==> src/hdl/assert_macros.svh <==
// Assertion macros used by the broadcast source index divider.
`ifndef ASSERT_MACROS_SVH
`define ASSERT_MACROS_SVH
`ifndef NO_ASSERTIONS
`define BSI_ASSERT_IMP(lbl, clk, rst_n, ante, cons) \
  lbl: assert property (@(posedge clk) disable iff (!rst_n) (ante) |-> (cons)) \
    else $error("assertion failed");
`define BSI_ASSERT_NXT(lbl, clk, rst_n, ante, cons) \
  lbl: assert property (@(posedge clk) disable iff (!rst_n) (ante) |=> (cons)) \
    else $error("assertion failed");
`else
`define BSI_ASSERT_IMP(lbl, clk, rst_n, ante, cons)
`define BSI_ASSERT_NXT(lbl, clk, rst_n, ante, cons)
`endif
`endif

==> src/hdl/bsi_pkg.sv <==
// Shared constants and types of the broadcast source index block.
package bsi_pkg;

  localparam int MAX_RANK   = 4;
  localparam int INDEX_BITS = 24;
  localparam int SIZE_REGS  = 4;
  localparam int SIZE_BITS  = 16;
  localparam int RANK_BITS  = 3;
  localparam int MASK_BITS  = 4;
  localparam int ADDR_BITS  = 5;
  localparam int DATA_BITS  = 32;

  // Register indexes, at byte address four times the index.
  localparam logic [2:0] REG_RANK  = 3'd0;
  localparam logic [2:0] REG_SIZE0 = 3'd1;
  localparam logic [2:0] REG_SIZE1 = 3'd2;
  localparam logic [2:0] REG_SIZE2 = 3'd3;
  localparam logic [2:0] REG_SIZE3 = 3'd4;
  localparam logic [2:0] REG_MASK  = 3'd5;

  // Configuration as seen by the datapath.
  typedef struct packed {
    logic [RANK_BITS-1:0]                eff_rank;
    logic [SIZE_REGS-1:0][SIZE_BITS-1:0] size;
    logic [MASK_BITS-1:0]                mask;
  } cfg_t;

endpackage

==> src/hdl/bsi_accum.sv <==
// Weights one dimension position by its source stride and updates the stride.
module bsi_accum #(
  parameter int IW = bsi_pkg::INDEX_BITS,
  parameter int VW = bsi_pkg::SIZE_BITS
) (
  input  logic          clk,
  input  logic          rst_n,
  input  logic          valid_i,
  input  logic [IW-1:0] index_i,
  input  logic [VW-1:0] pos_i,
  input  logic [IW-1:0] offset_i,
  input  logic [IW-1:0] stride_i,
  input  logic          use_i,
  input  logic [VW-1:0] size_i,
  output logic          valid_o,
  output logic [IW-1:0] index_o,
  output logic [IW-1:0] offset_o,
  output logic [IW-1:0] stride_o
);

  logic          valid_r;
  logic [IW-1:0] index_r, offset_r, stride_r;
  logic [IW-1:0] offset_nxt, stride_nxt;
  logic [IW+VW-1:0] term, scaled;

  // One multiply for the term and one for the next stride, side by side.
  assign term   = pos_i * stride_i;
  assign scaled = stride_i * size_i;
  assign offset_nxt = use_i ? IW'(offset_i + term[IW-1:0]) : offset_i;
  assign stride_nxt = use_i ? scaled[IW-1:0] : stride_i;

  always_ff @(posedge clk) begin
    if (!rst_n) begin
      valid_r <= 1'b0;
    end else begin
      valid_r <= valid_i;
    end
  end

  always_ff @(posedge clk) begin
    index_r  <= index_i;
    offset_r <= offset_nxt;
    stride_r <= stride_nxt;
  end

  assign valid_o  = valid_r;
  assign index_o  = index_r;
  assign offset_o = offset_r;
  assign stride_o = stride_r;

endmodule

==> config.mk <==
export PLATFORM = sky130hd
export DESIGN_NAME = bsi_accum
export DESIGN_NICKNAME = d
export VERILOG_FILES = /design/src/hdl/assert_macros.svh /design/src/hdl/bsi_pkg.sv /design/src/hdl/bsi_accum.sv
export SDC_FILE = /design/constraint.sdc
export NUM_CORES = 1
export LEC_CHECK = 0
export BUFFER_PORTS_ARGS = -buffer_cell sky130_fd_sc_hd__buf_2
export CORE_ASPECT_RATIO = 2
export CORE_UTILIZATION = 45
export CTS_CLUSTER_SIZE = 25
export DETAILED_ROUTE_END_ITERATION = 12
export HOLD_SLACK_MARGIN = 0.05
export PLACE_DENSITY = 0.62
export SYNTH_ARGS = -nofsm -noshare
export SYNTH_HDL_FRONTEND = slang
export SYNTH_SLANG_ARGS = --single-unit
==> constraint.sdc <==
create_clock -name clk -period 7.8 [get_ports clk]
set_input_delay 1.56 -clock clk [delete_from_list [all_inputs] [get_ports clk]]
set_output_delay 1.56 -clock clk [all_outputs]
set_load 0.05 [all_outputs]
Word-level counts from Yosys, hierarchy flattened
Cells that the tools add are included.
{"block": "totals", "out_inout_bits": 73, "in_bits": 108, "register_bits": 73, "wordCells": 9}
{"block": "op_classes", "mux": 2, "n_mul": 2, "addsub": 1}
{"cell": "$mux 24", "n": 2}
{"cell": "$add 24x24->24", "n": 1}
{"cell": "$mul 16x24->24", "n": 1}
{"cell": "$mul 24x16->24", "n": 1}

Longest topological paths before layout
{"block": "logic_depth", "word_depth": 3, "mapped_depth": 23, "ltp_nobuf": 21}

Least setup slack after synthesis
No wires, ideal clock.
{"block": "synth_path", "kind": "input -> register", "start": "input stride_i[10]", "end": "register offset_r[22], in the netlist offset_o[22]", "t_required_ns": 7.670, "n_path_buf": 2, "setup_time_ns": 0.130, "arrival_ns": 6.958, "stages": 21, "path_slack_ns": 0.713, "path_cell_list": "clkbuf_1 > clkbuf_1 > nand2_1 > fa_1 > fa_1 > fa_1 > fa_1 > inv_1 > fa_1 > inv_1 > fa_1 > inv_1 > ha_1 > a21o_1 > a21o_1 > a21oi_1 > o22ai_1 > or3_1 > a31oi_1 > xor2_1 > mux2i_1"}
{"block": "synth_between", "elab_chain_cells": 3}
{"element": "from (decl)", "line_no": "bsi_accum.sv:12", "rtl": "input logic [IW-1:0] stride_i,"}
{"element": "$mul 16x24->24", "line_no": "bsi_accum.sv:27", "rtl": "assign term = pos_i * stride_i;"}
{"element": "$add 24x24->24", "line_no": "bsi_accum.sv:29", "rtl": "assign offset_nxt = use_i ? IW'(offset_i + term[IW-1:0]) : offset_i;"}
{"element": "$mux 24", "line_no": "bsi_accum.sv:29"}
{"element": "named net offset_nxt[22]", "line_no": "bsi_accum.sv:23", "rtl": "logic [IW-1:0] offset_nxt, stride_nxt;"}
{"element": "to (signal assigned)", "line_no": "bsi_accum.sv:42", "rtl": "offset_r <= offset_nxt;"}
{"element": "to (decl)", "line_no": "bsi_accum.sv:22", "rtl": "logic [IW-1:0] index_r, offset_r, stride_r;"}
The timed path passes the listed nets, and every way through them passes these cells.
A chain may end at the register's enable or synchronous reset.

Worst setup path after layout
{"block": "layout_path", "start": "input stride_i[4]", "end": "register offset_r[23], in the netlist offset_o[23]"}
The elaborated chain is that of the path after synthesis.

==> summary.md <==
| Metric | Value |
|---|---|
| Net count after synthesis | 2,682 |
| CTS Buf Count | 9 |
| # hold bufs at CTS | 0 |
| Highest clock rate | 142 MHz |
| Ys async rst share | 0 |
| Total of warnings raised by yosys | 0 |
| First-pass GRT wire length | 81.8 mm |
| Area of the die | 41,100 um^2 |
| Distinct cell type count of the synthesized netlist | 45 |
| Avg Synthesized Cell Area | 8.84 um^2 |
| Number of detailed-routing iterations run before antenna repair | 5 |
| Final routed DRC violation total | 0 |
| Largest cells by area after synthesis | sky130_fd_sc_hd__fa_1 (45%), sky130_fd_sc_hd__inv_1 (11%), sky130_fd_sc_hd__ha_1 (8.1%), sky130_fd_sc_hd__dfxtp_1 (8.1%), sky130_fd_sc_hd__and2_1 (7.3%) |
| Classification of the worst-slack hold path | in2reg |
| Iteration-0 DRC Markers | 585 |
| Multi-input gate area | 14,400 um^2 |
| Synth-to-Final Area Change | 10.3% |
| Detailed-route wire length | 52.0 mm |
| Count of maximum capacitance violations | 0 |
| Final core utilization | 0.505 |
| Hold Fails Final Rpt | 0 |
| WP data arrival | 7.29 ns |
| Prevailing post-synth register cell | sky130_fd_sc_hd__dfxtp_1 |
| Sequential-to-total area share from yosys stat | 0.0806 |
| Relative slew margins | 0.451 |
| Most used routing layer | met2 |
| Area leader, netlist | sky130_fd_sc_hd__fa_1 |
| Fraction of layout cells with a size suffix above 1 | 0.122 |
| Remaining antenna violation count | 0 |
| Worst Tran Pin Value | 0.824 ns |
| GR met3 Demand/Resource | 0.0328 |
| Number of clock sinks | 73 |
| Clock period minus worst slack | 7.06 ns |
| # fillers | 3,809 |
| Vias in the first global route | 15,400 |
| Gate count of the mapped netlist | 2,051 |
| GRT met1 Usage | 0.271 |
| Setup violation total in the final timing report | 0 |
| Per-cell via count in the routed design | 5.11 |
| Worst hold path stage count | 1 |
| GPL Wtd Cong | 0.937 |
| Clock transition at the registers of the reported paths | 0.06 ns |
| Worst setup path endpoint | offset_o[23] |
| CTS tree | yes |
| Largest net degree at the start of global routing | 35 |
| Remaining global-route overflow | 0 |
| Outcome | finished clean |
| CTS H-Tree Depth | 3 |
| Core Box Area | 39,600 um^2 |
| Synthesized cell area | 18,100 um^2 |
| Total track usage | 0.269 |
| Routed WL per cell | 19.1 um |
| Sequential Area | 1460 um^2 |
| Std cell rows | 103 |
| Part of the cycle the worst path needs | 0.905 |
| X dimension of the die | 144 um |
| Die outline height | 286 um |
| Via total after detailed routing | 13,900 |
| Largest driver fanout on the critical path | 21 |
| Area fraction of the dominant cell type after synthesis | 0.448 |
| Worst Path Class, Setup | in2reg |
| Cell area after placement | 19,700 um^2 |
| Critical Path Source | stride_i[4] |
| Worst endpoint required time | 8.03 ns |
| Setup TNS after final layout | 0 ns |
| Most frequent cell after synthesis | sky130_fd_sc_hd__inv_1 |
| Flops & latches, synth | 73 |
| Boundary Pins | 181 |
| Post-detail-place hpwl | 43.1 mm |
| Number of enable flip-flop cells after synthesis | 0 |
| Capturing element type of the critical path | flop |
| Startpoint type of the worst setup path | input port |
| Met2 track utilization from global routing | 0.516 |
| CTS max path bufs | 2 |
| Total setup buffers inserted after CTS | 0 |
| Clock tree root buffer cell | sky130_fd_sc_hd__clkbuf_16 |
| Final net count | 2,817 |
| Antenna violations before repair | 3 |
| Unrepaired setup endpoints after global routing | no |
| Cts repair resizes | 0 |
| Post-route cell area | 20,000 um^2 |
| Total count of max-transition violations in the final report | 0 |
| Post-synth top cells | sky130_fd_sc_hd__inv_1 (520), sky130_fd_sc_hd__fa_1 (406), sky130_fd_sc_hd__nand2_1 (339) |
| Initial standard-cell utilization of the core | 0.458 |
| IO Port Bufs | 180 |
## layer usage
| metal | vias up | wire [um] |
|---|---|---|
| met2 | 509 | 29300 |
| met1 | 7032 | 17000 |
| met4 | 6 | 3290 |
| met5 | - | 37 |
| met3 | 199 | 2440 |
| li1 | 6130 | - |
## through the flow
step	worst slack (ns)	cells	hold WS, ns
6_report	0.740	2717	1.29
5_1_grt	0.526	2716	1.28
4_1_cts	0.773	2716	1.27
3_5_place_dp	0.397	2700	1.66
3_3_place_gp	0.446	2700	1.67
2_1_floorplan	0.713	2051	1.59
## logic make-up (layout without fill, tap and decap cells)
kind of cell | after synthesis | after routing | share of synthesized area
adders and majority gates | 523 | 523 | 0.529
muxes | 27 | 27 | 0.0165
and+or+nand+nor | 607 | 607 | 0.160
AOI/OAI and AO/OA | 109 | 109 | 0.0404
buffers and inverters | 617 | 757 | 0.128
DFF | 73 | 73 | 0.0806
other | 0 | 1 | 0
xor gates and xnor gates | 95 | 95 | 0.0459
## cell type report
cell class / count / area share
Antenna cell: 1 / 0.000125
Tap cell: 525 / 0.0329
Timing Repair Buffer: 221 / 0.0623
Inverter: 520 / 0.0976
Clock buffer: 12 / 0.0123
Multi-Input combinational cell: 1361 / 0.718
Clock inverter: 4 / 0.00382
Sequential cell: 73 / 0.0731
## worst max-delay path, cell delays in order
cell                       delay, ns
sky130_fd_sc_hd__buf_2          0.26
sky130_fd_sc_hd__buf_4          0.28
sky130_fd_sc_hd__and2_1         0.17
sky130_fd_sc_hd__fa_1           0.53
sky130_fd_sc_hd__inv_1          0.05
sky130_fd_sc_hd__fa_1           0.47
sky130_fd_sc_hd__inv_1          0.05
sky130_fd_sc_hd__ha_1           0.28
sky130_fd_sc_hd__ha_1           0.29
sky130_fd_sc_hd__inv_1          0.05
sky130_fd_sc_hd__fa_1           0.44
sky130_fd_sc_hd__fa_1           0.49
sky130_fd_sc_hd__inv_1          0.04
sky130_fd_sc_hd__ha_1           0.34
sky130_fd_sc_hd__a21o_1         0.23
sky130_fd_sc_hd__nor3_1         0.08
sky130_fd_sc_hd__a211oi_1       0.46
sky130_fd_sc_hd__nor2_1         0.21
sky130_fd_sc_hd__o41ai_2        0.55
sky130_fd_sc_hd__a31oi_1        0.18
sky130_fd_sc_hd__xnor2_1        0.17
sky130_fd_sc_hd__a21oi_1        0.09
## placed cells by master, fill, tap and decap left out, drive strengths merged, types with 8 or more instances in the layout
master    n
dfxtp    73
buf     221
fa      406
and2    213
ha      117
o21ai    21
xnor2    68
xor2     27
nand2   339
mux2     23
a21oi    33
o21a      8
clkbuf   12
nor2     24
inv     520
a21o     21
## state kept, by name (all words and copies together) (netlist names)
| signal | count |
|---|---|
| index_o | 24 |
| valid_o | 1 |
| stride_o | 24 |
| offset_o | 24 |
## how the worst min path moves through the flow
stage | start | end
floorplan | index_i[0] | index_o[0]
global placement | index_i[5] | index_o[5]
detailed placement | index_i[13] | index_o[13]
CTS | index_i[0] | index_o[0]
global route | index_i[0] | index_o[0]
finish | index_i[20] | index_o[20]
Power is left out: the tool's default activity adds up to more than one toggle a clock period on the data nets, which glitch-free logic cannot reach.
