$ cat src/hdl/assert_macros.svh
// Assertion macros used by the broadcast source index divider.
`ifndef ASSERT_MACROS_SVH
`define ASSERT_MACROS_SVH
`ifndef NO_ASSERTIONS
`define BSI_ASSERT_IMP(lbl, clk, rst_n, ante, cons) \
  lbl: assert property (@(posedge clk) disable iff (!rst_n) (ante) |-> (cons)) \
    else $error("assertion failed");
`define BSI_ASSERT_NXT(lbl, clk, rst_n, ante, cons) \
  lbl: assert property (@(posedge clk) disable iff (!rst_n) (ante) |=> (cons)) \
    else $error("assertion failed");
`else
`define BSI_ASSERT_IMP(lbl, clk, rst_n, ante, cons)
`define BSI_ASSERT_NXT(lbl, clk, rst_n, ante, cons)
`endif
`endif

$ cat src/hdl/bsi_pkg.sv
// Shared constants and types of the broadcast source index block.
package bsi_pkg;

  localparam int MAX_RANK   = 4;
  localparam int INDEX_BITS = 24;
  localparam int SIZE_REGS  = 4;
  localparam int SIZE_BITS  = 16;
  localparam int RANK_BITS  = 3;
  localparam int MASK_BITS  = 4;
  localparam int ADDR_BITS  = 5;
  localparam int DATA_BITS  = 32;

  // Register indexes, at byte address four times the index.
  localparam logic [2:0] REG_RANK  = 3'd0;
  localparam logic [2:0] REG_SIZE0 = 3'd1;
  localparam logic [2:0] REG_SIZE1 = 3'd2;
  localparam logic [2:0] REG_SIZE2 = 3'd3;
  localparam logic [2:0] REG_SIZE3 = 3'd4;
  localparam logic [2:0] REG_MASK  = 3'd5;

  // Configuration as seen by the datapath.
  typedef struct packed {
    logic [RANK_BITS-1:0]                eff_rank;
    logic [SIZE_REGS-1:0][SIZE_BITS-1:0] size;
    logic [MASK_BITS-1:0]                mask;
  } cfg_t;

endpackage

$ cat src/hdl/bsi_regs.sv
// Configuration registers with an APB-style access port.
module bsi_regs #(
  parameter int MAX_RANK = bsi_pkg::MAX_RANK
) (
  input  logic                           clk,
  input  logic                           rst_n,
  input  logic                           psel,
  input  logic                           penable,
  input  logic                           pwrite,
  input  logic [bsi_pkg::ADDR_BITS-1:0]  paddr,
  input  logic [bsi_pkg::DATA_BITS-1:0]  pwdata,
  output logic [bsi_pkg::DATA_BITS-1:0]  prdata,
  output logic                           pready,
  output bsi_pkg::cfg_t                  cfg
);

  localparam int SB = bsi_pkg::SIZE_BITS;
  localparam int RB = bsi_pkg::RANK_BITS;
  localparam int MB = bsi_pkg::MASK_BITS;
  localparam int RANK_LIM = (MAX_RANK < bsi_pkg::SIZE_REGS) ? MAX_RANK : bsi_pkg::SIZE_REGS;

  logic [RB-1:0]                              rank_r;
  logic [bsi_pkg::SIZE_REGS-1:0][SB-1:0]      size_r;
  logic [MB-1:0]                              mask_r;
  logic [2:0]                                 reg_idx;
  logic                                       wr_en;

  assign pready  = 1'b1;
  assign reg_idx = paddr[bsi_pkg::ADDR_BITS-1:2];
  assign wr_en   = psel && penable && pwrite;

  // Register writes; an address beyond the list is ignored.
  always_ff @(posedge clk) begin
    if (!rst_n) begin
      rank_r <= RB'(4);
      size_r <= {bsi_pkg::SIZE_REGS{SB'(1)}};
      mask_r <= '0;
    end else if (wr_en) begin
      case (reg_idx)
        bsi_pkg::REG_RANK:  rank_r    <= pwdata[RB-1:0];
        bsi_pkg::REG_SIZE0: size_r[0] <= pwdata[SB-1:0];
        bsi_pkg::REG_SIZE1: size_r[1] <= pwdata[SB-1:0];
        bsi_pkg::REG_SIZE2: size_r[2] <= pwdata[SB-1:0];
        bsi_pkg::REG_SIZE3: size_r[3] <= pwdata[SB-1:0];
        bsi_pkg::REG_MASK:  mask_r    <= pwdata[MB-1:0];
        default: ;
      endcase
    end
  end

  // Read data.
  always_comb begin
    prdata = '0;
    case (reg_idx)
      bsi_pkg::REG_RANK:  prdata[RB-1:0] = rank_r;
      bsi_pkg::REG_SIZE0: prdata[SB-1:0] = size_r[0];
      bsi_pkg::REG_SIZE1: prdata[SB-1:0] = size_r[1];
      bsi_pkg::REG_SIZE2: prdata[SB-1:0] = size_r[2];
      bsi_pkg::REG_SIZE3: prdata[SB-1:0] = size_r[3];
      bsi_pkg::REG_MASK:  prdata[MB-1:0] = mask_r;
      default:            prdata = '0;
    endcase
  end

  // The rank is clamped to the number of dimensions the datapath has.
  always_comb begin
    cfg.size = size_r;
    cfg.mask = mask_r;
    if (int'(rank_r) > RANK_LIM) begin
      cfg.eff_rank = RB'(RANK_LIM);
    end else begin
      cfg.eff_rank = rank_r;
    end
  end

endmodule

$ cat config.mk
export PLATFORM = sky130hd
export DESIGN_NAME = bsi_regs
export DESIGN_NICKNAME = d
export VERILOG_FILES = /design/src/hdl/assert_macros.svh /design/src/hdl/bsi_pkg.sv /design/src/hdl/bsi_regs.sv
export SDC_FILE = /design/constraint.sdc
export NUM_CORES = 1
export LEC_CHECK = 0
export BUFFER_PORTS_ARGS = -buffer_cell sky130_fd_sc_hd__buf_2
export CORE_MARGIN = 5
export CORE_UTILIZATION = 35
export DETAILED_ROUTE_END_ITERATION = 16
export GPL_TIMING_DRIVEN = 0
export SYNTH_ARGS = -nofsm -noshare
export SYNTH_HDL_FRONTEND = slang
export SYNTH_SLANG_ARGS = --single-unit
$ cat constraint.sdc
create_clock -name clk -period 1.1 [get_ports clk]
set_input_delay 0.11 -clock clk [delete_from_list [all_inputs] [get_ports clk]]
set_output_delay 0.11 -clock clk [all_outputs]
set_load 0.02 [all_outputs]
Word-level counts from Yosys, hierarchy flattened

Index checks and enable logic that the tools add are counted.

Muxes and demuxes: 4
$mul: 0
Eq/ne operators: 5
Shift operators: 0
Add/subtract/negate cells: 0
Bitwise operators: 0
Div/mod/pow operators: 0
Order comparisons: 1
Reduce and logical (&&, ||, !) cells: 9

Operator list:

| kind                                                 | count |
|---|---|
| one-hot mux 12 bit (4 select lines)                  | 1 |
| one-hot mux 3 bit (6 select lines)                   | 1 |
| AND reduction 2 bit                                  | 6 |
| equality test 3 x 2 -> 1 bit (second input constant) | 2 |
| equality test 3 bit (second input constant)          | 2 |
| one-hot mux 1 bit (5 select lines)                   | 1 |
| equality test 3 x 1 -> 1 bit (second input constant) | 1 |
| > comparator 3 bit (second input constant)           | 1 |
| logical NOT 3 bit                                    | 1 |
| two-way mux 3 bit                                    | 1 |
| logical AND 1 bit                                    | 2 |

Logic and storage cells: 25
Register bits after elaboration: 71
Bits in latches: 0
Memories: 0
RAM bits: 0
Memory bits (read-only): 0
Output and inout bits: 104
Bits of input ports: 42

Logic depth before layout (Yosys ltp)

Word-level depth: 3
Mapped depth: 6
Gate-level depth less buffers: 3

Worst setup path after synthesis

No wires, ideal clock.

Path type: input to output
Start point: input port paddr[3] (netlist name)
End point: output port prdata[11] (netlist name)
Stages: 5
Data required time: 0.990 ns
Data arrival time: 1.246 ns
Path buffers: 2
Path slack: -0.256 ns
Cell sequence: buf_2 -> nor2b_1 -> clkbuf_1 -> a22oi_1 -> o2bb2ai_1

Cells in the longest elaborated chain, start to end: 2
Elaborated cells between the ends (all ways): 5
Classes of those cells: 4 x eq/ne; 1 x mux

RTL lines:

| what                                              | line           | RTL |
|---|---|---|
| from (decl)                                       | bsi_regs.sv:10 | `input logic [bsi_pkg::ADDR_BITS-1:0] paddr,` |
| equality test 3 bit, or another cell as far along | bsi_regs.sv:54 | `case (reg_idx)` |
| one-hot mux 12 bit (4 select lines) (*)           | bsi_regs.sv:54 |  |
| to (decl)                                         | bsi_regs.sv:12 | `output logic [bsi_pkg::DATA_BITS-1:0] prdata,` |

Mark *: on every way between the ends. The rest lies on a longest branch, timed or not.

Final worst setup path

Start point: register size_r (netlist bit cfg[7])
End point: output port prdata[3] (netlist name)

Cells in the longest elaborated chain, start to end: 1

RTL lines:

| what                               | line           | RTL |
|---|---|---|
| from (decl)                        | bsi_regs.sv:23 | `logic [bsi_pkg::SIZE_REGS-1:0][SB-1:0] size_r;` |
| from (signal assigned)             | bsi_regs.sv:36 | `size_r <= {bsi_pkg::SIZE_REGS{SB'(1)}};` |
| one-hot mux 1 bit (5 select lines) | bsi_regs.sv:54 |  |

No other way between the ends.

==> results.py <==
metrics = {
    "outcome": {
        "outcome": "complete, but fails checks",
        "failed_checks": "negative setup slack",
    },
    "power_and_ir_drop": {
        "leakage_nw": 2.27,
        "cell_internal_pwr_mw": 4.16,
        "comb_power_share": 0.114,
        "pwr_density_cell_nw_per_um2": 1120,
        "power_frac_clock": 0.421,
        "switching_pwr_mw": 1.43,
        "ir_worst_vdd_v": 0.000877,
        "seq_power_share": 0.465,
        "power.switching_fraction": 0.256,
    },
    "routing": {
        "drcViolationCount": 0,
        "vias_per_cell": 4.79,
        "total_routed_wirelength_um": 11400,
        "drt_pre_antenna_iters": 5,
        "ant_nets": 0,
        "routed-via-count": 3082,
        "route.detailed.wl_per_inst_um": 17.8,
        "drt_first_iter_violations": 98,
    },
    "worst_setup_path": {
        "timing.critical_path.from_type": "flip-flop",
        "crit_path_cells": "mux2_4, a221oi_4, nor2_2, buf_6",
        "path_class": "reg2out",
        "max_stage_delay_ps": 330,
        "cpLargestDelayFamily": "flip-flops",
        "cp_data_required_time_ps": 990,
        "critical_path_depth": 4,
        "cp-end-kind": "output port",
        "ff2ff_path_depth": 2,
        "critPathArrivalTime_ps": 1370,
        "number_of_buffers_and_inverters_on_the_critical_path": 1,
        "crit_path_max_fanout": 2,
        "critPathSlowestCell": "sky130_fd_sc_hd__dfxtp_2",
    },
    "global_routing": {
        "globalRouteOverflowTotal": 0,
        "grt_usage": 0.193,
        "pin_count_of_the_biggest_net_entering_global_routing": 13,
        "antenna_found_initial": 0,
        "grt_pass1_vias": 3150,
        "global_route_wire_length_before_repair_um": 17000,
    },
    "placement": {
        "placement.io_buffers": 107,
        "hpwl_um": 7920,
        "place.detailed.instances": 606,
        "place.gp.congestion": 0.773,
        "placed_area_sq_um": 4300,
        "place_worst_setup_slack_ps": -632,
    },
    "synthesis": {
        "synth_edf_count": 0,
        "seq_area_frac_synth": 0.418,
        "synth.ff_latch_count": 71,
        "synthesized_instance_count": 351,
        "syn-mean-instance-area_sq_um": 9.69,
        "async_flop_share": 0,
        "post_synth_num_cell_types": 32,
        "yosysWarnings": 0,
        "post_synth_instance_area_sq_um": 3400,
        "synthFlopType": "sky130_fd_sc_hd__dfxtp_1",
    },
    "layout": {
        "drive_gt1_frac": 0.526,
        "antenna-diode-count": 0,
        "finish.net_count": 548,
        "most-common-layout-cells": "sky130_fd_sc_hd__buf_2 (88), sky130_fd_sc_hd__nand2_1 (82), sky130_fd_sc_hd__mux2i_1 (76)",
        "design_area_sq_um": 5000,
        "fillerInstances": 945,
        "final_cells": 644,
        "area_growth_syn_to_layout_pct": 47.0,
        "mostFrequentLayoutCell": "sky130_fd_sc_hd__buf_2",
    },
    "min_path": {
        "min_delay_path_depth": 3,
        "min_path_type": "in2reg",
    },
    "floorplan": {
        "die_area_sq_um": 11800,
        "fp-row-count": 36,
        "fp.dieW_um": 109,
        "starting_density": 0.353,
        "core_area_sq_um": 9640,
        "die_y_um": 109,
        "ios": 146,
    },
    "sta": {
        "final.setup_skew_ps": 0,
        "finalSetupTns_ps": -4840,
        "post-route-min-period_ps": 1480,
        "hold_viol_final": 0,
        "max_freq_ghz": 0.676,
        "worst_slew_pin_slew_ps": 695,
        "slew_headroom": 0.537,
        "post-route-period-util": 1.34,
        "timing.final.setup_violations": 17,
        "final_max_slew_viol_count": 0,
        "final_worst_path_setup_slack_ps": -379,
        "grt_setup_unrepaired": "yes",
        "final.hold.worst_slack_ps": 58.0,
    },
    "clock_tree": {
        "clock_path_buffers": 2,
        "htreeDepth": 3,
        "cts_sinks": 71,
        "clockRootBuffer": "sky130_fd_sc_hd__clkbuf_8",
        "tritoncts.num_buffers": 9,
        "worst_skew_pair.late_latency_ps": 330,
        "tritoncts_clock_tree": "built",
        "cts.clk_slew.worst_paths_ps": 80,
    },
    "run": {
        "maxCapViolations": 0,
    },
}
-- state kept, by name, summed over array words and instances (netlist names) --
name	count
cfg	64
mask_r	4
rank_r	3
-- area by class of cell --
type	instances	area, sq um	share of cell area
clock buffer	11	141	0.0283
sequential	71	1470	0.294
tap	133	166	0.0333
clock inverter	5	81.3	0.0163
inverter	3	11.3	0.00225
timing repair buffer	129	822	0.164
multi-input combinational	250	1980	0.396
buffer	42	329	0.0658
-- synthesized netlist by cell type (3+ instances only) --
| master | count | area (sq um) |
|---|---|---|
| sky130_fd_sc_hd__mux2i_1 | 76 | 761 |
| sky130_fd_sc_hd__inv_1 | 3 | 11.3 |
| sky130_fd_sc_hd__mux2_2 | 14 | 158 |
| sky130_fd_sc_hd__buf_6 | 5 | 56.3 |
| sky130_fd_sc_hd__buf_2 | 5 | 25.0 |
| sky130_fd_sc_hd__a22oi_1 | 13 | 97.6 |
| sky130_fd_sc_hd__o2bb2ai_1 | 11 | 96.3 |
| sky130_fd_sc_hd__nor2_1 | 10 | 37.5 |
| sky130_fd_sc_hd__nor2b_1 | 5 | 31.3 |
| sky130_fd_sc_hd__buf_4 | 17 | 128 |
| sky130_fd_sc_hd__clkbuf_1 | 11 | 41.3 |
| sky130_fd_sc_hd__nand2_1 | 82 | 308 |
| sky130_fd_sc_hd__dfxtp_1 | 71 | 1420 |
| sky130_fd_sc_hd__buf_1 | 3 | 11.3 |
-- worst paths after layout --
check	startpoint	slack (ps)	to
min	pwdata[0]	60	rank_r[0]
max	cfg[7]	-380	prdata[3]
min reg2reg	cfg[12]	470	cfg[12]
max reg2reg	rank_r[2]	260	rank_r[2]
-- stage by stage --
stage	power, mW	utilization
4_1_cts	5.61	0.508
3_3_place_gp	3.24	0.446
5_1_grt	5.77	0.519
6_report	5.60	0.519
3_5_place_dp	3.24	0.446
2_1_floorplan	3.05	-
-- cell families (layout without fill, tap and decap cells) --
kind of cell,after synthesis,after routing,share of synthesized area
buffers and inverters,45,190,0.0861
muxes,90,90,0.270
other,2,17,0.00221
DFF,71,71,0.418
AOI/OAI and AO/OA,35,35,0.0835
and+or+nand+nor,108,108,0.140
-- per-layer routing --
layer,GRT usage,share of wire,vias to the layer above
met5,0,0,-
met4,0.0460,0.0065,0
met3,0.0466,0.073,8
met2,0.333,0.48,123
met1,0.241,0.44,1465
li1,-,-,1486
-- timing repair --
| action | CTS | global route |
|---|---|---|
| hold endpoints to repair | 1 | 0 |
| hold buffers | 1 | 0 |
| pin swaps | 8 | 9 |
| setup endpoints to repair | 29 | 32 |
| resized for setup | 85 | 30 |
| gates cloned | 0 | 0 |
| buffers inserted | 18 | 4 |
-- power by group through the flow --
stage	combinational, mW	clock, mW	sequential (mW)
4_1_cts	0.622	2.38	2.60
5_1_grt	0.680	2.49	2.60
6_report	0.639	2.35	2.60
3_3_place_gp	0.573	0	2.66
3_5_place_dp	0.578	0	2.66
2_1_floorplan	0.370	0	2.68
-- worst min-delay path, stage by stage --
cell and delay, ps:
sky130_fd_sc_hd__buf_2 110, sky130_fd_sc_hd__nand2_1 70, sky130_fd_sc_hd__mux2i_1 70
Note: power is estimated with default switching activity, not from simulation.
