<file path="config.mk">
export PLATFORM = sky130hd
export DESIGN_NAME = bsi_divider
export DESIGN_NICKNAME = d
export VERILOG_FILES = /design/src/hdl/bsi_pkg.sv /design/src/hdl/bsi_divider.sv
export VERILOG_INCLUDE_DIRS = /design/src /design/src/hdl
export SDC_FILE = /design/constraint.sdc
export NUM_CORES = 2
export LEC_CHECK = 0
export BUFFER_PORTS_ARGS = -buffer_cell sky130_fd_sc_hd__buf_2
export CAP_MARGIN = 10
export CORE_ASPECT_RATIO = 0.8
export CORE_MARGIN = 3
export CORE_UTILIZATION = 57
export CTS_BUF_LIST = sky130_fd_sc_hd__clkbuf_8
export CTS_CLUSTER_SIZE = 10
export DETAILED_ROUTE_END_ITERATION = 10
export PLACE_DENSITY = 0.86
export SLEW_MARGIN = 5
export SYNTH_ARGS = -nofsm -noshare
export SYNTH_HDL_FRONTEND = slang
export SYNTH_SLANG_ARGS = --single-unit
</file>
<file path="constraint.sdc">
create_clock -name clk -period 3.5 [get_ports clk]
set_input_delay 0.175 -clock clk [delete_from_list [all_inputs] [get_ports clk]]
set_output_delay 0.175 -clock clk [all_outputs]
set_load 0.02 [all_outputs]
</file>
<file path="src/hdl/assert_macros.svh">
// Assertion macros used by the broadcast source index divider.
`ifndef ASSERT_MACROS_SVH
`define ASSERT_MACROS_SVH
`ifndef NO_ASSERTIONS
`define BSI_ASSERT_IMP(lbl, clk, rst_n, ante, cons) \
  lbl: assert property (@(posedge clk) disable iff (!rst_n) (ante) |-> (cons)) \
    else $error("assertion failed");
`define BSI_ASSERT_NXT(lbl, clk, rst_n, ante, cons) \
  lbl: assert property (@(posedge clk) disable iff (!rst_n) (ante) |=> (cons)) \
    else $error("assertion failed");
`else
`define BSI_ASSERT_IMP(lbl, clk, rst_n, ante, cons)
`define BSI_ASSERT_NXT(lbl, clk, rst_n, ante, cons)
`endif
`endif

</file>
<file path="src/hdl/bsi_pkg.sv">
// Shared constants and types of the broadcast source index block.
package bsi_pkg;

  localparam int MAX_RANK   = 4;
  localparam int INDEX_BITS = 24;
  localparam int SIZE_REGS  = 4;
  localparam int SIZE_BITS  = 16;
  localparam int RANK_BITS  = 3;
  localparam int MASK_BITS  = 4;
  localparam int ADDR_BITS  = 5;
  localparam int DATA_BITS  = 32;

  // Register indexes, at byte address four times the index.
  localparam logic [2:0] REG_RANK  = 3'd0;
  localparam logic [2:0] REG_SIZE0 = 3'd1;
  localparam logic [2:0] REG_SIZE1 = 3'd2;
  localparam logic [2:0] REG_SIZE2 = 3'd3;
  localparam logic [2:0] REG_SIZE3 = 3'd4;
  localparam logic [2:0] REG_MASK  = 3'd5;

  // Configuration as seen by the datapath.
  typedef struct packed {
    logic [RANK_BITS-1:0]                eff_rank;
    logic [SIZE_REGS-1:0][SIZE_BITS-1:0] size;
    logic [MASK_BITS-1:0]                mask;
  } cfg_t;

endpackage

</file>
<file path="src/hdl/bsi_divider.sv">
// Pipelined restoring divider, one quotient bit per stage, with sideband data.
`include "assert_macros.svh"
module bsi_divider #(
  parameter int DW = bsi_pkg::INDEX_BITS,
  parameter int VW = bsi_pkg::SIZE_BITS,
  parameter int SW = 2 * bsi_pkg::INDEX_BITS
) (
  input  logic          clk,
  input  logic          rst_n,
  input  logic          valid_i,
  input  logic [DW-1:0] dividend_i,
  input  logic [VW-1:0] divisor_i,
  input  logic [SW-1:0] side_i,
  output logic          valid_o,
  output logic [DW-1:0] quotient_o,
  output logic [VW-1:0] remainder_o,
  output logic [SW-1:0] side_o
);

  logic          vld_r  [DW];
  logic [VW-1:0] rem_r  [DW];
  logic [DW-1:0] work_r [DW];
  logic [SW-1:0] side_r [DW];

  // Each stage shifts in one dividend bit and subtracts where it fits.
  for (genvar k = 0; k < DW; k++) begin : g_stage
    logic          vld_in;
    logic [VW-1:0] rem_in;
    logic [DW-1:0] work_in;
    logic [SW-1:0] side_in;
    logic [VW:0]   trial;
    logic          fits;
    logic [VW-1:0] rem_nxt;
    logic [DW-1:0] work_nxt;

    if (k == 0) begin : g_first
      assign vld_in  = valid_i;
      assign rem_in  = '0;
      assign work_in = dividend_i;
      assign side_in = side_i;
    end else begin : g_next
      assign vld_in  = vld_r[k-1];
      assign rem_in  = rem_r[k-1];
      assign work_in = work_r[k-1];
      assign side_in = side_r[k-1];
    end

    assign trial    = {rem_in, work_in[DW-1]};
    assign fits     = trial >= {1'b0, divisor_i};
    assign rem_nxt  = fits ? VW'(trial - {1'b0, divisor_i}) : trial[VW-1:0];
    assign work_nxt = {work_in[DW-2:0], fits};

    always_ff @(posedge clk) begin
      if (!rst_n) begin
        vld_r[k] <= 1'b0;
      end else begin
        vld_r[k] <= vld_in;
      end
    end

    always_ff @(posedge clk) begin
      rem_r[k]  <= rem_nxt;
      work_r[k] <= work_nxt;
      side_r[k] <= side_in;
    end
  end

  assign valid_o     = vld_r[DW-1];
  assign quotient_o  = work_r[DW-1];
  assign remainder_o = rem_r[DW-1];
  assign side_o      = side_r[DW-1];

  // The remainder stays below the divisor, and every valid result follows a valid input.
  `BSI_ASSERT_IMP(a_rem_below, clk, rst_n, valid_o && divisor_i != '0, remainder_o < divisor_i)
  `BSI_ASSERT_IMP(a_latency, clk, rst_n, valid_o, $past(valid_i, DW))
  `BSI_ASSERT_IMP(a_unit_div, clk, rst_n, valid_o && divisor_i == VW'(1), remainder_o == '0)

endmodule

</file>
### Word-level counts from Yosys, hierarchy flattened

Memory sizes are Yosys's and may differ from the RTL's.
Index checks and enable logic that the tools add are counted.

| word-level totals | value |
|---|---|
| register bits after elaboration | 0 |
| memory bits (writable) | 2136 |
| bits of input ports | 91 |
| output and inout port bits | 89 |
| word-level logic and storage cells | 126 |
| memories | 4 |

| cells by class | value |
|---|---|
| $add $sub $neg | 24 |
| $lt $le $gt $ge | 24 |
| mux-type cells | 50 |
| bitwise gates (word level) | 24 |

Memories:

| memory | depth | width | read ports | clocked after memory_dff | wr ports | RTL line | RTL |
|---|---|---|---|---|---|---|---|
| side_r | 24 | 48 | 24 | 0 | 24 | bsi_divider.sv:23 | `logic [SW-1:0] side_r [DW];` |
| work_r | 24 | 24 | 24 | 0 | 24 | bsi_divider.sv:22 | `logic [DW-1:0] work_r [DW];` |
| rem_r | 24 | 16 | 24 | 0 | 24 | bsi_divider.sv:21 | `logic [VW-1:0] rem_r [DW];` |
| vld_r | 24 | 1 | 24 | 0 | 24 | bsi_divider.sv:20 | `logic vld_r [DW];` |

Operators by type and width:

| operator | number |
|---|---|
| 17-bit by 16-bit >= comparator with 1-bit output | 23 |
| 16-bit 2-to-1 mux | 24 |
| 16-bit subtractor | 23 |
| 1-bit 2-to-1 mux | 26 |
| 1-bit bitwise OR | 24 |
| 1-bit by 16-bit >= comparator with 1-bit output | 1 |
| 1-bit by 16-bit subtractor with 16-bit output | 1 |

### Depth between registers and ports, before layout

An unclocked memory read counts as a cell.

| logic depth | value |
|---|---|
| depth in word-level cells | 3 |
| depth in mapped cells | 13 |
| depth with buffers taken out | 11 |

### Worst setup path before layout

No wires, ideal clock.

| timing path | value |
|---|---|
| path type | in2reg |
| start point | in divisor_i[1] |
| end point | mem rem_r[2][10] (netlist name) |
| setup time | 0.121 ns |
| arrival time | 3.296 ns |
| data required time | 3.379 ns |
| setup slack | 0.083 ns |
| cell stages on the path | 12 |
| path buffers | 2 |
| path through | clkbuf_1 -> inv_1 -> ha_1 -> nor2b_1 -> o2111ai_1 -> a32oi_1 -> nand2_2 -> o21ai_2 -> or4b_4 -> a311oi_4 -> buf_8 -> mux2_4 |

RTL lines:

| element | RTL line | RTL |
|---|---|---|
| start, declared | bsi_divider.sv:12 | `input logic [VW-1:0] divisor_i,` |
| end, declared | bsi_divider.sv:21 |  |

==> impl_metrics.xml <==
<?xml version="1.0" encoding="UTF-8"?>
<metrics>
  <group name="power">
    <metric name="irDropWorstVdd" unit="µV">468</metric>
    <metric name="power_density" unit="nW/µm²">839</metric>
    <metric name="power.leakage" unit="nW">33.8</metric>
  </group>
  <group name="clock_tree">
    <metric name="post_cts.repair.setup_buffers" unit="">0</metric>
    <metric name="tritoncts.num_buffers" unit="">312</metric>
    <metric name="cts_tree" unit="">yes</metric>
    <metric name="h_tree_level_count" unit="">5</metric>
    <metric name="ctsLongestPathBuffers" unit="">4</metric>
    <metric name="tritoncts_num_sinks" unit="">2136</metric>
    <metric name="cts_root_buf" unit="">clkbuf_8</metric>
    <metric name="clock_latency" unit="ps">970</metric>
    <metric name="clk_pin_slew" unit="ps">60</metric>
  </group>
  <group name="status">
    <metric name="run_status" unit="">complete, no violations</metric>
  </group>
  <group name="timing">
    <metric name="timing.final.setup_violations" unit="">0</metric>
    <metric name="final_hold_viol_count" unit="">0</metric>
    <metric name="final_period_minus_worst_setup_slack" unit="ps">3080</metric>
    <metric name="setup_total_negative_slack" unit="ps">0</metric>
    <metric name="timing.final.max_slew_violations" unit="">0</metric>
    <metric name="setup_ws" unit="ps">417</metric>
    <metric name="max_freq" unit="GHz">0.324</metric>
    <metric name="hold_slack" unit="ps">135</metric>
    <metric name="fin_crit_sh" unit="%">88.1</metric>
    <metric name="timing.clock.skew" unit="ps">58.8</metric>
    <metric name="grt_setup_unrepaired" unit="">false</metric>
    <metric name="max-slew-margin-rel" unit="%">36.5</metric>
    <metric name="worst_slew_pin_tran" unit="ps">929</metric>
  </group>
  <group name="synth">
    <metric name="netlist-cell-type-count" unit="">86</metric>
    <metric name="synth.net_count" unit="">5549</metric>
    <metric name="synth_cells" unit="">5065</metric>
    <metric name="ys.warnings.count" unit="">0</metric>
    <metric name="synthFlopType" unit="">dfxtp_1</metric>
    <metric name="netlist_top_cells_area" unit="">dfxtp_1, ha_1, mux2_2</metric>
    <metric name="yosysSeqAreaShare" unit="%">66.4</metric>
    <metric name="netlist_area" unit="µm²">64400</metric>
    <metric name="share_of_yosys_cell_area_claimed_by_the_top_area_cell_type" unit="%">66.4</metric>
    <metric name="synth_enable_flop_cells" unit="">0</metric>
    <metric name="synth_area_per_inst" unit="µm²">12.7</metric>
    <metric name="post-synth-top-area-cell" unit="">dfxtp_1</metric>
    <metric name="synth_async_sr_flop_share" unit="%">0</metric>
    <metric name="synth.ff_latch_count" unit="">2136</metric>
  </group>
  <group name="placement">
    <metric name="detail_placement_hpwl" unit="µm">89500</metric>
    <metric name="place_congestion" unit="">0.936</metric>
    <metric name="port-buffer-count" unit="">179</metric>
    <metric name="place_worst_setup_slack" unit="ps">38.6</metric>
    <metric name="place_inst" unit="">6807</metric>
  </group>
  <group name="detailed_routing">
    <metric name="num_vias" unit="">39400</metric>
    <metric name="routed_wirelength" unit="µm">135000</metric>
    <metric name="remaining_drc_errors" unit="">0</metric>
    <metric name="route.detailed.vias_per_inst" unit="">5.26</metric>
    <metric name="route.antenna.remaining_nets" unit="">0</metric>
    <metric name="firstDrtPassIters" unit="">6</metric>
    <metric name="route.detailed.wl_per_inst" unit="µm">18.1</metric>
    <metric name="drt_first_iter_violations" unit="">2873</metric>
  </group>
  <group name="worst_setup_path">
    <metric name="timing.rr.start" unit="">rem_r[1][16]</metric>
    <metric name="crit_path_cell_trace" unit="">ha_1 &gt; nor2b_1 &gt; o31ai_1 &gt; a211oi_1 &gt; or3_1 &gt; a21oi_1 &gt; o21ai_1 &gt; nor2_2 &gt; buf_12 &gt; mux2_2</metric>
    <metric name="cp_launch_type" unit="">flop</metric>
    <metric name="worstPathMaxFanout" unit="">17</metric>
    <metric name="timing.critical_path.required" unit="ps">4350</metric>
    <metric name="worstPathBufferInverterCount" unit="">1</metric>
    <metric name="worstSetupStartpoint" unit="">rem_r[1][16]</metric>
    <metric name="timing.critical_path.arrival" unit="ps">3940</metric>
    <metric name="criticalPathCategory" unit="">flop to flop</metric>
    <metric name="worst_path_largest_cell_delay" unit="ps">430</metric>
    <metric name="cpMaxStageDelayCell" unit="">dfxtp_1</metric>
    <metric name="critical_path.endpoint_type" unit="">flop</metric>
    <metric name="path_delay_family" unit="">compound AO/OA/AOI/OAI gates</metric>
  </group>
  <group name="layout">
    <metric name="final_cells" unit="">7487</metric>
    <metric name="nNetsFinal" unit="">6269</metric>
    <metric name="fraction_of_layout_cells_with_a_size_suffix_above_1" unit="%">17.0</metric>
    <metric name="mostFrequentLayoutCell" unit="">dfxtp_1</metric>
    <metric name="most-common-layout-cells" unit="">dfxtp_1, clkbuf_8, ha_1</metric>
    <metric name="flow.area_growth_from_synthesis" unit="%">17.6</metric>
  </group>
  <group name="die">
    <metric name="floorplan.die.height" unit="µm">307</metric>
    <metric name="fp-row-count" unit="">109</metric>
    <metric name="top_level_ports" unit="">180</metric>
    <metric name="die_w" unit="µm">382</metric>
    <metric name="core" unit="µm²">111000</metric>
    <metric name="floorplan.die_area" unit="µm²">117000</metric>
    <metric name="initial_core_util" unit="%">57.9</metric>
  </group>
  <group name="global_routing">
    <metric name="grt_remaining_overflow" unit="">0</metric>
    <metric name="antenna_found_initial" unit="">3</metric>
    <metric name="grt_max_degree" unit="">28</metric>
    <metric name="grt_pass1_vias" unit="">40400</metric>
    <metric name="grt_first_pass_wirelength" unit="µm">214000</metric>
    <metric name="track_usage" unit="%">23.0</metric>
  </group>
  <group name="min_path">
    <metric name="hold_path_startpoint" unit="">divisor_i[6]</metric>
    <metric name="hold_class" unit="">primary input to flop</metric>
  </group>
  <group name="job">
    <metric name="timing.max_cap.violations" unit="">0</metric>
  </group>
</metrics>
==> worst paths after layout <==
path,slack (ps),depth (start not counted),to
max reg2reg,420,10,rem_r[1][43]
max,420,10,rem_r[1][43]
min,130,5,rem_r[2][6]
min reg2reg,290,0,work_r[2][44]
==> Yosys cell counts, drive strengths merged, types with 13 or more instances <==
library cell,count
a2111oi,13
a211o,17
a211oi,25
a21boi,26
a21o,104
a21oi,240
a31oi,43
and2,32
and3,34
buf,20
clkbuf,38
dfxtp,2136
fa,23
ha,370
inv,152
mux2,250
mux2i,45
nand2,213
nand2b,52
nand3,58
nand4,46
nor2,197
nor2b,72
nor3,67
nor4,15
o211ai,16
o21a,59
o21ai,216
o21bai,23
o31a,13
o31ai,24
or3,26
xnor2,171
xor2,87
==> metrics by stage <==
| step | power, mW | utilization [%] | cell area, µm² |
|---|---|---|---|
| 2_1_floorplan | 40.2 | - | 64400 |
| 3_3_place_gp | 43.8 | 61.2 | 68100 |
| 3_5_place_dp | 44.4 | 61.2 | 68100 |
| 4_1_cts | 63.8 | 68.1 | 75800 |
| 5_1_grt | 66.9 | 68.1 | 75800 |
| 6_report | 63.6 | 68.1 | 75800 |
==> flip-flops by register name, summed over array words and instances, names as in the netlist <==
name,flops
side_r,1152
work_r,576
rem_r,384
vld_r,24
==> per-layer routing <==
metal | track usage, % | wire length [µm] | vias to the layer above
li1 | - | - | 19100
met1 | 28.6 | 56800 | 18600
met2 | 39.0 | 65400 | 1317
met3 | 5.04 | 8660 | 366
met4 | 9.30 | 4480 | 0
met5 | 0 | 0 | -
==> area by class of cell <==
type | count | area [µm²]
fillers | 7474 | 35500
clock inverters | 139 | 818
multi-input cells | 2718 | 20900
well taps | 1498 | 1870
inverters | 153 | 574
diodes | 2 | 5.00
flip-flops and latches | 2136 | 42800
repair buffers | 464 | 3700
clock buffers | 377 | 5190
==> cells by family (layout without fill, tap and decap cells) <==
logic type / count (synthesis) / after routing / synth area share (%)
AND/OR/NAND/NOR: 858 / 858 / 6.63
flip-flops: 2136 / 2136 / 66.4
adder cells (fa/ha/maj): 393 / 393 / 7.90
XOR/XNOR: 258 / 258 / 3.51
AO/OA/AOI/OAI: 914 / 914 / 9.17
other: 0 / 2 / 0
multiplexers: 295 / 295 / 5.10
buffers and inverters: 211 / 1133 / 1.30
==> power breakdown <==
group          switching (mW)  leakage (nW)  total [mW]  internal [mW]
Sequential               1.37          17.9        28.6           27.3
Combinational            8.32          12.5        15.8           7.48
Clock                    8.82          3.45        19.1           10.3
==> worst reg2reg max path, cell delays in order (launching register included) <==
cell	delay (ps)
dfxtp_1	430
ha_1	280
nor2b_1	150
o31ai_1	340
a211oi_1	210
or3_1	440
a21oi_1	240
o21ai_1	190
nor2_2	210
buf_12	180
mux2_2	350
==> timing repair <==
action,CTS,global route
gates resized for setup,0,1
hold endpoints to repair,135,0
hold buffers,161,0
endpoints found under the setup margin,0,2
Note: power is estimated with default switching activity, not from simulation.
